===== src/design/lpmc_pkg.sv =====
// ----------------------------------------------------------------------------
// lpmc_pkg
// Shared types, constants and link templates of the lattice pattern mode
// controller.
// ----------------------------------------------------------------------------
package lpmc_pkg;

	// field widths
	localparam int ID_W     = 7;
	localparam int COUNT_W  = 16;
	localparam int REG_W    = 16;
	localparam int SCORE_W  = 4;
	localparam int RANK_W   = 4;
	localparam int LINKS    = 8;
	localparam int CFG_IDX_W = 2;

	// default agent count
	localparam int AGENTS_DEFAULT = 128;

	// register reset values
	localparam logic [REG_W-1:0] LINK_THRESHOLD_RST = 16'd50;
	localparam logic [REG_W-1:0] IMPROVE_WAIT_RST   = 16'd200;
	localparam logic [REG_W-1:0] CIRCLE_TIMEOUT_RST = 16'd1000;
	localparam logic [REG_W-1:0] WAIT_SCALE_RST     = 16'd200;

	localparam logic [COUNT_W-1:0] WAIT_MAX = 16'hFFFF;
	localparam logic [SCORE_W-1:0] SCORE_FULL = 4'd8;
	localparam logic [RANK_W-1:0]  RANK_MAX = 4'd8;
	localparam logic [RANK_W-1:0]  RANK_SPAN = 4'd9;

	// templates, bit j is direction j
	localparam int NUM_TEMPLATES = 9;
	localparam logic [LINKS-1:0] TMPL_BITS [NUM_TEMPLATES] = '{
		8'h06, 8'hC0, 8'h38, 8'hC7, 8'h3E, 8'hF8, 8'h7D, 8'h47, 8'hC5
	};
	localparam logic [RANK_W-1:0] TMPL_RANK [NUM_TEMPLATES] = '{
		4'd8, 4'd0, 4'd3, 4'd5, 4'd6, 4'd1, 4'd4, 4'd7, 4'd2
	};

	// configuration register indexes
	typedef enum logic [CFG_IDX_W-1:0] {
		REG_LINK_THRESHOLD = 2'd0,
		REG_IMPROVE_WAIT   = 2'd1,
		REG_CIRCLE_TIMEOUT = 2'd2,
		REG_WAIT_SCALE     = 2'd3
	} reg_idx_t;

	// motion kinds
	typedef enum logic [1:0] {
		MOTION_LATTICE = 2'd0,
		MOTION_ATTRACT = 2'd1,
		MOTION_CIRCLE  = 2'd2
	} motion_t;

	// template match summary
	typedef struct packed {
		logic [SCORE_W-1:0] best;
		logic [RANK_W-1:0]  rank;
		logic               hit;
		logic               opposite;
	} score_t;

	// per-agent state entry
	typedef struct packed {
		logic               circling;
		logic [COUNT_W-1:0] wait_cnt;
		logic [SCORE_W-1:0] score;
		logic [RANK_W-1:0]  rank;
	} entry_t;

endpackage


===== src/design/lpmc_step_if.sv =====
// ----------------------------------------------------------------------------
// lpmc_step_if
// Input channel: one agent's ids and eight neighbor-link counts per item.
// ----------------------------------------------------------------------------
interface lpmc_step_if;
	logic                             valid;
	logic                             ready;
	logic [lpmc_pkg::ID_W-1:0]        agent_id;
	logic [lpmc_pkg::ID_W-1:0]        neighbor_id;
	logic [lpmc_pkg::COUNT_W-1:0]     link_count_0;
	logic [lpmc_pkg::COUNT_W-1:0]     link_count_1;
	logic [lpmc_pkg::COUNT_W-1:0]     link_count_2;
	logic [lpmc_pkg::COUNT_W-1:0]     link_count_3;
	logic [lpmc_pkg::COUNT_W-1:0]     link_count_4;
	logic [lpmc_pkg::COUNT_W-1:0]     link_count_5;
	logic [lpmc_pkg::COUNT_W-1:0]     link_count_6;
	logic [lpmc_pkg::COUNT_W-1:0]     link_count_7;

	modport source (
		output valid, agent_id, neighbor_id,
		output link_count_0, link_count_1, link_count_2, link_count_3,
		output link_count_4, link_count_5, link_count_6, link_count_7,
		input  ready
	);

	modport sink (
		input  valid, agent_id, neighbor_id,
		input  link_count_0, link_count_1, link_count_2, link_count_3,
		input  link_count_4, link_count_5, link_count_6, link_count_7,
		output ready
	);
endinterface


===== src/design/lpmc_result_if.sv =====
// ----------------------------------------------------------------------------
// lpmc_result_if
// Output channel: motion kind and updated agent state per item.
// ----------------------------------------------------------------------------
interface lpmc_result_if;
	logic                             valid;
	logic                             ready;
	logic [1:0]                       motion_kind;
	logic                             content;
	logic [lpmc_pkg::SCORE_W-1:0]     match_score;
	logic [lpmc_pkg::RANK_W-1:0]      pattern_rank;
	logic                             now_circling;
	logic [lpmc_pkg::COUNT_W-1:0]     wait_count;

	modport source (
		output valid, motion_kind, content, match_score, pattern_rank,
		output now_circling, wait_count,
		input  ready
	);

	modport sink (
		input  valid, motion_kind, content, match_score, pattern_rank,
		input  now_circling, wait_count,
		output ready
	);
endinterface


===== src/design/lattice_pattern_mode_controller_top.sv =====
// ----------------------------------------------------------------------------
// lattice_pattern_mode_controller_top
// Per-agent lattice pattern matcher and motion mode controller.
//
// Usage:
//   step channel: one item per agent control step (agent id, nearest
//   neighbor id, eight link counts). result channel: one item per step
//   with the motion kind, content flag, best score and the agent's updated
//   rank, circling flag and wait counter.
//   Config: cfg_we/cfg_index/cfg_data write one 16-bit register per cycle;
//   users must write only while the block is idle; it is not enforced.
//   Timing: an item is a read-modify-write of the agent state RAM: the
//   accept cycle issues the read at agent and neighbor (and thresholds
//   and scores the links), then the compute state computes the mode and
//   writes back once the output register is free. The result is valid the
//   cycle after that write; a new item is taken only after the write-back.
//   Stall: the result sits in an output register; a new item is still
//   taken, and its write-back waits until the output register is free.
//   Reset: registers return to their defaults, then a clearing pass zeroes
//   all AGENTS entries of the state RAM; step.ready is low during the pass.
// ----------------------------------------------------------------------------
module lattice_pattern_mode_controller_top #(
	parameter int AGENTS = lpmc_pkg::AGENTS_DEFAULT
) (
	input  logic                           clk,
	input  logic                           arst_n,
	input  logic                           cfg_we,
	input  logic [lpmc_pkg::CFG_IDX_W-1:0] cfg_index,
	input  logic [lpmc_pkg::REG_W-1:0]     cfg_data,
	lpmc_step_if.sink                      step,
	lpmc_result_if.source                  result
);

	localparam int IDX_W   = $clog2(AGENTS);
	localparam int ID_SPAN = 2 ** lpmc_pkg::ID_W;
	localparam int ENTRY_W = $bits(lpmc_pkg::entry_t);
	localparam int LIMIT_W = lpmc_pkg::REG_W + lpmc_pkg::RANK_W;

	typedef enum logic [1:0] {
		ST_CLEAR,
		ST_IDLE,
		ST_CALC
	} state_t;

	state_t st_q;
	logic [IDX_W-1:0] clr_cnt_q;

	logic [lpmc_pkg::REG_W-1:0] link_threshold_q;
	logic [lpmc_pkg::REG_W-1:0] improve_wait_q;
	logic [lpmc_pkg::REG_W-1:0] circle_timeout_q;
	logic [lpmc_pkg::REG_W-1:0] wait_scale_q;

	logic [IDX_W-1:0] mod_tbl [ID_SPAN];
	logic [IDX_W-1:0] id_idx;
	logic [IDX_W-1:0] nb_idx;
	logic [IDX_W-1:0] id_s1;
	logic [IDX_W-1:0] nb_s1;

	logic [lpmc_pkg::LINKS-1:0] links;
	lpmc_pkg::score_t score;
	lpmc_pkg::score_t score_s1;

	logic step_acc;
	logic calc_go;
	logic res_valid_q;

	logic ram_we;
	logic [IDX_W-1:0] ram_waddr;
	lpmc_pkg::entry_t ram_wdata;
	lpmc_pkg::entry_t ent;
	lpmc_pkg::entry_t nb_ent;
	logic [ENTRY_W-1:0] rdata_a;
	logic [ENTRY_W-1:0] rdata_b;

	// next-state results
	lpmc_pkg::entry_t new_ent;
	lpmc_pkg::motion_t motion;
	logic content;

	// configuration registers
	always_ff @(posedge clk or negedge arst_n) begin
		if (!arst_n) begin
			link_threshold_q <= lpmc_pkg::LINK_THRESHOLD_RST;
			improve_wait_q   <= lpmc_pkg::IMPROVE_WAIT_RST;
			circle_timeout_q <= lpmc_pkg::CIRCLE_TIMEOUT_RST;
			wait_scale_q     <= lpmc_pkg::WAIT_SCALE_RST;
		end else if (cfg_we) begin
			unique case (lpmc_pkg::reg_idx_t'(cfg_index))
				lpmc_pkg::REG_LINK_THRESHOLD: link_threshold_q <= cfg_data;
				lpmc_pkg::REG_IMPROVE_WAIT:   improve_wait_q   <= cfg_data;
				lpmc_pkg::REG_CIRCLE_TIMEOUT: circle_timeout_q <= cfg_data;
				lpmc_pkg::REG_WAIT_SCALE:     wait_scale_q     <= cfg_data;
				default: ;
			endcase
		end
	end

	// agent index wrap table
	for (genvar g = 0; g < ID_SPAN; g++) begin : g_mod
		localparam int REM = g % AGENTS;
		assign mod_tbl[g] = IDX_W'(REM);
	end

	assign id_idx = mod_tbl[step.agent_id];
	assign nb_idx = mod_tbl[step.neighbor_id];

	// link thresholding
	assign links = {
		step.link_count_7 > link_threshold_q,
		step.link_count_6 > link_threshold_q,
		step.link_count_5 > link_threshold_q,
		step.link_count_4 > link_threshold_q,
		step.link_count_3 > link_threshold_q,
		step.link_count_2 > link_threshold_q,
		step.link_count_1 > link_threshold_q,
		step.link_count_0 > link_threshold_q
	};

	lpmc_score u_score (
		.links (links),
		.score (score)
	);

	// handshake
	assign step.ready = (st_q == ST_IDLE);
	assign step_acc   = step.valid && step.ready;
	assign calc_go    = (st_q == ST_CALC) && (!res_valid_q || result.ready);

	// captured item
	always_ff @(posedge clk) begin
		if (step_acc) begin
			id_s1    <= id_idx;
			nb_s1    <= nb_idx;
			score_s1 <= score;
		end
	end

	// agent state RAM
	assign ram_we    = (st_q == ST_CLEAR) || calc_go;
	assign ram_waddr = (st_q == ST_CLEAR) ? clr_cnt_q : id_s1;
	assign ram_wdata = (st_q == ST_CLEAR) ? '0 : new_ent;

	lpmc_ram #(
		.WIDTH (ENTRY_W),
		.DEPTH (AGENTS)
	) u_ram (
		.clk     (clk),
		.we      (ram_we),
		.waddr   (ram_waddr),
		.wdata   (ram_wdata),
		.re      (step_acc),
		.raddr_a (id_idx),
		.raddr_b (nb_idx),
		.rdata_a (rdata_a),
		.rdata_b (rdata_b)
	);

	assign ent    = lpmc_pkg::entry_t'(rdata_a);
	assign nb_ent = lpmc_pkg::entry_t'(rdata_b);

	// mode update
	always_comb begin
		logic [lpmc_pkg::SCORE_W-1:0] best;
		logic [lpmc_pkg::RANK_W-1:0]  rank;
		logic [lpmc_pkg::RANK_W-1:0]  rank_cl;
		logic [lpmc_pkg::COUNT_W-1:0] w;
		logic [lpmc_pkg::COUNT_W-1:0] w_inc;
		logic [LIMIT_W-1:0]           limit;
		logic                         improved;
		logic                         nb_flag;
		logic                         flag;
		best    = score_s1.best;
		rank    = score_s1.hit ? score_s1.rank : ent.rank;
		content = (score_s1.best == lpmc_pkg::SCORE_FULL);
		// opposite pair overrides a partial match
		if (!content && score_s1.opposite) begin
			content = 1'b1;
			rank    = '0;
			best    = lpmc_pkg::SCORE_FULL;
		end
		rank_cl  = (rank > lpmc_pkg::RANK_MAX) ? lpmc_pkg::RANK_MAX : rank;
		limit    = LIMIT_W'(wait_scale_q) * LIMIT_W'(lpmc_pkg::RANK_SPAN - rank_cl);
		improved = (best > ent.score);
		w        = ent.wait_cnt;
		if (improved && (w > improve_wait_q)) begin
			w = '0;
		end
		w_inc = (w == lpmc_pkg::WAIT_MAX) ? w : w + 1'b1;
		// own flag reads as cleared when the neighbor is the agent itself
		nb_flag = (nb_s1 != id_s1) && nb_ent.circling;
		flag    = ent.circling;
		if (content) begin
			flag   = 1'b0;
			motion = nb_flag ? lpmc_pkg::MOTION_ATTRACT : lpmc_pkg::MOTION_LATTICE;
		end else if (ent.circling) begin
			// improvement term sees the cleared counter
			motion = lpmc_pkg::MOTION_CIRCLE;
			if ((improved && (w > improve_wait_q)) || (w > circle_timeout_q)) begin
				flag = 1'b0;
				w    = '0;
			end else begin
				w = w_inc;
			end
		end else begin
			motion = nb_flag ? lpmc_pkg::MOTION_ATTRACT : lpmc_pkg::MOTION_LATTICE;
			if (LIMIT_W'(w) > limit) begin
				flag = 1'b1;
				w    = '0;
			end else begin
				w = w_inc;
			end
		end
		new_ent.circling = flag;
		new_ent.wait_cnt = w;
		new_ent.score    = best;
		new_ent.rank     = rank;
	end

	// control state and output valid
	always_ff @(posedge clk or negedge arst_n) begin
		if (!arst_n) begin
			st_q        <= ST_CLEAR;
			clr_cnt_q   <= '0;
			res_valid_q <= 1'b0;
		end else begin
			if (result.ready) begin
				res_valid_q <= 1'b0;
			end
			unique case (st_q)
				ST_CLEAR: begin
					clr_cnt_q <= clr_cnt_q + 1'b1;
					if (clr_cnt_q == IDX_W'(AGENTS - 1)) begin
						st_q <= ST_IDLE;
					end
				end
				ST_IDLE: begin
					if (step_acc) begin
						st_q <= ST_CALC;
					end
				end
				ST_CALC: begin
					if (calc_go) begin
						res_valid_q <= 1'b1;
						st_q        <= ST_IDLE;
					end
				end
				default: st_q <= ST_IDLE;
			endcase
		end
	end

	// result payload
	always_ff @(posedge clk) begin
		if (calc_go) begin
			result.motion_kind  <= motion;
			result.content      <= content;
			result.match_score  <= new_ent.score;
			result.pattern_rank <= new_ent.rank;
			result.now_circling <= new_ent.circling;
			result.wait_count   <= new_ent.wait_cnt;
		end
	end

	assign result.valid = res_valid_q;

	// checks
	a_no_rd_on_wb: assert property (@(posedge clk) disable iff (!arst_n)
		calc_go |-> !step_acc)
		else $error("state read issued during write-back");

	a_rise_after_calc: assert property (@(posedge clk) disable iff (!arst_n)
		$rose(result.valid) |-> $past(st_q == ST_CALC))
		else $error("result appeared without a compute cycle");

	a_content_no_circle: assert property (@(posedge clk) disable iff (!arst_n)
		(result.valid && result.content) |->
			(!result.now_circling && (result.motion_kind != lpmc_pkg::MOTION_CIRCLE)))
		else $error("content agent left circling");

	a_circle_fresh: assert property (@(posedge clk) disable iff (!arst_n)
		(result.valid && result.now_circling && !$past(result.valid)) |->
			(result.motion_kind == lpmc_pkg::MOTION_CIRCLE || result.wait_count == '0))
		else $error("circling started without clearing the counter");

endmodule


===== src/design/lpmc_ram.sv =====
// ----------------------------------------------------------------------------
// lpmc_ram
// Generic synchronous RAM: one write port, two read ports with registered
// read data updated on read enable.
// ----------------------------------------------------------------------------
module lpmc_ram #(
	parameter int WIDTH = 8,
	parameter int DEPTH = 16
) (
	input  logic                     clk,
	input  logic                     we,
	input  logic [$clog2(DEPTH)-1:0] waddr,
	input  logic [WIDTH-1:0]         wdata,
	input  logic                     re,
	input  logic [$clog2(DEPTH)-1:0] raddr_a,
	input  logic [$clog2(DEPTH)-1:0] raddr_b,
	output logic [WIDTH-1:0]         rdata_a,
	output logic [WIDTH-1:0]         rdata_b
);

	logic [WIDTH-1:0] mem [DEPTH];

	// write port
	always_ff @(posedge clk) begin
		if (we) begin
			mem[waddr] <= wdata;
		end
	end

	// registered read ports
	always_ff @(posedge clk) begin
		if (re) begin
			rdata_a <= mem[raddr_a];
			rdata_b <= mem[raddr_b];
		end
	end

endmodule


===== src/design/lpmc_score.sv =====
// ----------------------------------------------------------------------------
// lpmc_score
// Scores an 8-bit link vector against the fixed link templates and flags
// opposite link pairs.
// ----------------------------------------------------------------------------
module lpmc_score (
	input  logic [lpmc_pkg::LINKS-1:0] links,
	output lpmc_pkg::score_t           score
);

	// first strictly better template wins
	always_comb begin
		logic [lpmc_pkg::SCORE_W-1:0] best;
		logic [lpmc_pkg::RANK_W-1:0]  rank;
		logic [lpmc_pkg::SCORE_W-1:0] s;
		best = '0;
		rank = '0;
		for (int t = 0; t < lpmc_pkg::NUM_TEMPLATES; t++) begin
			s = lpmc_pkg::SCORE_FULL
				- lpmc_pkg::SCORE_W'($countones(links ^ lpmc_pkg::TMPL_BITS[t]));
			if (s > best) begin
				best = s;
				rank = lpmc_pkg::TMPL_RANK[t];
			end
		end
		score.best     = best;
		score.rank     = rank;
		score.hit      = (best != '0);
		// opposite directions both present
		score.opposite = |(links[3:0] & links[7:4]);
	end

endmodule


===== src/flat_wrapper.sv =====
// flat-port wrapper written by rule: the top's interface ports become plain ports
module lattice_pattern_mode_controller_top_flat 
#(
	parameter int AGENTS = lpmc_pkg::AGENTS_DEFAULT
)
  (clk, arst_n, cfg_we, cfg_index, cfg_data, step_valid, step_agent_id, step_neighbor_id, step_link_count_0, step_link_count_1, step_link_count_2, step_link_count_3, step_link_count_4, step_link_count_5, step_link_count_6, step_link_count_7, step_ready, result_valid, result_motion_kind, result_content, result_match_score, result_pattern_rank, result_now_circling, result_wait_count, result_ready);
  lpmc_step_if step_i ();
  lpmc_result_if result_i ();
  input  logic clk;
  input  logic arst_n;
  input  logic cfg_we;
  input  logic [lpmc_pkg::CFG_IDX_W-1:0] cfg_index;
  input  logic [lpmc_pkg::REG_W-1:0] cfg_data;
  input wire logic [$bits(step_i.valid)-1:0] step_valid;
  input wire logic [$bits(step_i.agent_id)-1:0] step_agent_id;
  input wire logic [$bits(step_i.neighbor_id)-1:0] step_neighbor_id;
  input wire logic [$bits(step_i.link_count_0)-1:0] step_link_count_0;
  input wire logic [$bits(step_i.link_count_1)-1:0] step_link_count_1;
  input wire logic [$bits(step_i.link_count_2)-1:0] step_link_count_2;
  input wire logic [$bits(step_i.link_count_3)-1:0] step_link_count_3;
  input wire logic [$bits(step_i.link_count_4)-1:0] step_link_count_4;
  input wire logic [$bits(step_i.link_count_5)-1:0] step_link_count_5;
  input wire logic [$bits(step_i.link_count_6)-1:0] step_link_count_6;
  input wire logic [$bits(step_i.link_count_7)-1:0] step_link_count_7;
  output wire logic [$bits(step_i.ready)-1:0] step_ready;
  output wire logic [$bits(result_i.valid)-1:0] result_valid;
  output wire logic [$bits(result_i.motion_kind)-1:0] result_motion_kind;
  output wire logic [$bits(result_i.content)-1:0] result_content;
  output wire logic [$bits(result_i.match_score)-1:0] result_match_score;
  output wire logic [$bits(result_i.pattern_rank)-1:0] result_pattern_rank;
  output wire logic [$bits(result_i.now_circling)-1:0] result_now_circling;
  output wire logic [$bits(result_i.wait_count)-1:0] result_wait_count;
  input wire logic [$bits(result_i.ready)-1:0] result_ready;
  assign step_i.valid = step_valid;
  assign step_i.agent_id = step_agent_id;
  assign step_i.neighbor_id = step_neighbor_id;
  assign step_i.link_count_0 = step_link_count_0;
  assign step_i.link_count_1 = step_link_count_1;
  assign step_i.link_count_2 = step_link_count_2;
  assign step_i.link_count_3 = step_link_count_3;
  assign step_i.link_count_4 = step_link_count_4;
  assign step_i.link_count_5 = step_link_count_5;
  assign step_i.link_count_6 = step_link_count_6;
  assign step_i.link_count_7 = step_link_count_7;
  assign step_ready = step_i.ready;
  assign result_valid = result_i.valid;
  assign result_motion_kind = result_i.motion_kind;
  assign result_content = result_i.content;
  assign result_match_score = result_i.match_score;
  assign result_pattern_rank = result_i.pattern_rank;
  assign result_now_circling = result_i.now_circling;
  assign result_wait_count = result_i.wait_count;
  assign result_i.ready = result_ready;
  lattice_pattern_mode_controller_top #(.AGENTS(AGENTS)) u_core (.clk(clk), .arst_n(arst_n), .cfg_we(cfg_we), .cfg_index(cfg_index), .cfg_data(cfg_data), .step(step_i), .result(result_i));
endmodule

===== config.mk =====
export PLATFORM = sky130hd
export DESIGN_NAME = lattice_pattern_mode_controller_top_flat
export DESIGN_NICKNAME = d
export VERILOG_FILES = /design/src/design/lpmc_pkg.sv /design/src/design/lpmc_step_if.sv /design/src/design/lpmc_result_if.sv /design/src/design/lattice_pattern_mode_controller_top.sv /design/src/design/lpmc_ram.sv /design/src/design/lpmc_score.sv /design/src/flat_wrapper.sv
export SDC_FILE = /design/constraint.sdc
export NUM_CORES = 2
export LEC_CHECK = 0
export BUFFER_PORTS_ARGS = -buffer_cell sky130_fd_sc_hd__buf_2
export CORE_ASPECT_RATIO = 1.4
export CORE_UTILIZATION = 40
export DETAILED_ROUTE_END_ITERATION = 7
export GPL_TIMING_DRIVEN = 0
export PLACE_DENSITY = 0.65
export SETUP_SLACK_MARGIN = 0.5
export SYNTH_ARGS = -nofsm -noshare
export SYNTH_HDL_FRONTEND = slang
export SYNTH_SLANG_ARGS = --single-unit

===== constraint.sdc =====
create_clock -name clk -period 32.7 [get_ports clk]
set_input_delay 4.905 -clock clk [delete_from_list [all_inputs] [get_ports clk]]
set_output_delay 4.905 -clock clk [all_outputs]
set_load 0.05 [all_outputs]

==> out/results.txt <==
Synth warnings -> 0
sequential-to-total area share from yosys stat -> 71.3%
skew final -> 0.0512 ns
I/O Buffers -> 194
share of flip-flops with an asynchronous set or reset -> 2.21%
drt wl/cell -> 30.9 µm
CTS tree -> yes
die height -> 704 µm
DR iter-0 viols -> 7890
final setup fails -> 0
Worst path most repeated cell -> ha_1
hold wc startpoint -> u_core.circle_timeout_q[10]$_DFFE_PN0P_
CTS root buf -> clkbuf_16
minimum clock period -> 22.06 ns
Post-Synthesis Cells -> 6600
failing checks -> max-capacitance violations, max-slew violations
total grt overflow -> 0
Die ar. -> 354000 µm²
crit path kind -> input port to flip-flop
vias per inst -> 5.73
Final Non-Filler Cells -> 12309
commonest non-fill, non-tap cell in the layout -> edfxtp_1
Hold EP -> u_core.circle_timeout_q[10]$_DFFE_PN0P_
Final period util -> 67.5%
# fillers -> 28697
WP data required -> 33.32 ns
Crit Reg-Reg Endpoint -> u_core.score_s1[1]$_DFFE_PP_
DRC viols -> 0
Post-CTS Setup Inserts -> 0
RSZ-0062 raised after global routing -> false
slew at the pin closest to its max-slew limit -> 1.54 ns
worst hold stages -> 1
Tot GR Track Use -> 21.4%
Initial Util -> 40.2%
drt pass-1 iters -> 7
P&R area growth vs syn -> 15.9%
initial antenna violation count -> 32
die width -> 503 µm
number of global-route vias before repair -> 73367
dpl cells -> 11717
IO Pins -> 195
setup TNS -> 0 ns
relative slew slack -> -2.66%
Max-cap violations -> 2
#FFs+latches synth -> 3352
Final nets -> 8009
routability congestion estimate -> 0.913
Setup crit end kind -> flip-flop
reg2reg path depth -> 81
Worst path top cell family by delay -> compound AO/OA/AOI/OAI gates
Final Hold Viols -> 0
hpwl dp -> 269 mm
R2R Setup Slk -> 13.91 ns
ys flop type -> edfxtp_1
Clock Path Buffers -> 4
crit path launch type -> input port
Clock Sinks -> 3352
critical path peak fanout -> 10
Crit-path slowest cell -> o22ai_1
core footprint -> 350000 µm²
Reg clk slew, reported paths -> 0.06 ns
Crit path largest cell delay -> 0.78 ns
Hold Buf Count CTS -> 0
Fmax -> 45.3 MHz
syn_area_per_cell -> 21.3 µm²
Slew Viols, Final -> 11
row count -> 257
final hold slack -> 0.506 ns
vias after detailed routing -> 70535
Resized Gates After CTS -> 0
first-pass GRT wire length -> 537 mm
Hold Path Class -> flip-flop to flip-flop
outcome -> finished, violations left
FF-to-FF Start -> u_core.link_threshold_q[1]$_DFFE_PN1P_
total clock buffers created by CTS -> 324
largest net degree at the start of global routing -> 66
number of synthesized flops with an enable pin -> 3278
arrival time worst endpoint -> 22.67 ns
DRT antenna net count -> 0
Clock Latency Late Sink -> 0.90 ns
htree depth -> 5
commonest non-fill, non-tap cells in the layout -> edfxtp_1, mux4_2, clkbuf_16, ha_1, inv_1
Post-Syn Area -> 141000 µm²
Synth cell types -> 85
Detailed Route WL -> 381 mm
Buf/Inv on CP -> 6
share of cells above drive strength 1 -> 29.7%
-- cells by family after synthesis --
family                   share of synthesized area, %
flip-flops                                       71.3
multiplexers                                     18.2
AND/OR/NAND/NOR                                  2.25
buffers and inverters                            1.60
adder cells (fa/ha/maj)                          4.83
AO/OA/AOI/OAI                                    1.43
XOR/XNOR                                        0.330
other                                         0.00534
-- worst max path at each step --
stage / startpoint / endpoint / slack [ns] / depth (start not counted)
6_report: step_link_count_3[1] / u_core.score_s1[1]$_DFFE_PP_ / 10.64 / 81
5_1_grt: step_link_count_3[1] / u_core.score_s1[1]$_DFFE_PP_ / 9.31 / 82
4_1_cts: step_link_count_3[1] / u_core.score_s1[1]$_DFFE_PP_ / 10.74 / 82
3_5_place_dp: step_link_count_3[1] / u_core.score_s1[1]$_DFFE_PP_ / 9.86 / 82
3_3_place_gp: u_core.score_s1[7]$_DFFE_PP_ / u_core.u_ram.mem[12][22]$_DFFE_PP_ / 3.85 / 39
2_1_floorplan: step_link_count_7[13] / u_core.score_s1[1]$_DFFE_PP_ / 12.49 / 69
-- worst reg2reg max path, delay by kind of cell, from the launching register on --
kind / cells / cell delay, ns
muxes: 6 / 1.74
DFF: 1 / 0.51
AOI/OAI and AO/OA: 26 / 6.19
adders and majority gates: 15 / 4.73
buffers and inverters: 6 / 1.00
and+or+nand+nor: 27 / 4.12
xor gates and xnor gates: 1 / 0.25
-- cell type report --
| cell class | instances | area (µm²) | share of cell area [%] |
|---|---|---|---|
| Sequential cell | 3352 | 100000 | 61.5 |
| Multi-Input combinational cell | 2690 | 39400 | 24.1 |
| Clock buffer | 390 | 8500 | 5.22 |
| Tap cell | 4662 | 5830 | 3.58 |
| Timing Repair Buffer | 416 | 4950 | 3.04 |
| Clock inverter | 182 | 1730 | 1.06 |
| Inverter | 319 | 1200 | 0.735 |
| Buffer | 279 | 1090 | 0.667 |
| Antenna cell | 19 | 47.5 | 0.0292 |
-- stage by stage --
stage	area, µm²	setup slack (ns)	util, %
after floorplan	141000	12.49	-
after global placement	148000	3.85	42.2
after detailed placement	153000	9.86	43.6
after CTS	163000	10.74	46.6
after global routing	163000	9.31	46.6
final	163000	10.64	46.6
-- cells in the mapped netlist, types with 40 or more instances --
cell type,n,area (µm²)
a21o_1,44,330
a21oi_1,83,415
and2_1,40,250
buf_1,94,353
clkbuf_1,185,694
dfrtp_1,59,1480
edfxtp_1,3278,98400
fa_1,133,2660
ha_1,329,4120
inv_1,319,1200
mux2_2,78,878
mux4_2,1092,24600
nand2_1,140,526
nand3_1,43,215
nand4_1,47,294
nor2_1,204,766
o21ai_0,69,345
-- state kept, by name (all words and copies together) (netlist names), 10 cells and up --
signal,cells
u_core.score_s1,10
u_core.improve_wait_q,16
u_core.circle_timeout_q,16
u_core.u_ram.mem,3200
u_core.link_threshold_q,16
u_core.wait_scale_q,16
u_core.result.wait_count,16
u_core.u_ram.rdata_a,25
-- metal layers --
metal  track usage, %  part of all wire, %  up-vias
met5                0                0.012        -
met4             10.9                  5.8        8
met3             3.90                  7.8      733
li1                 -                    -    28889
met1             24.6                   34    37685
met2             38.1                   52     3220
Power is not shown: default switching activity piles up to over one toggle a cycle in this logic, so the estimate is an artifact.
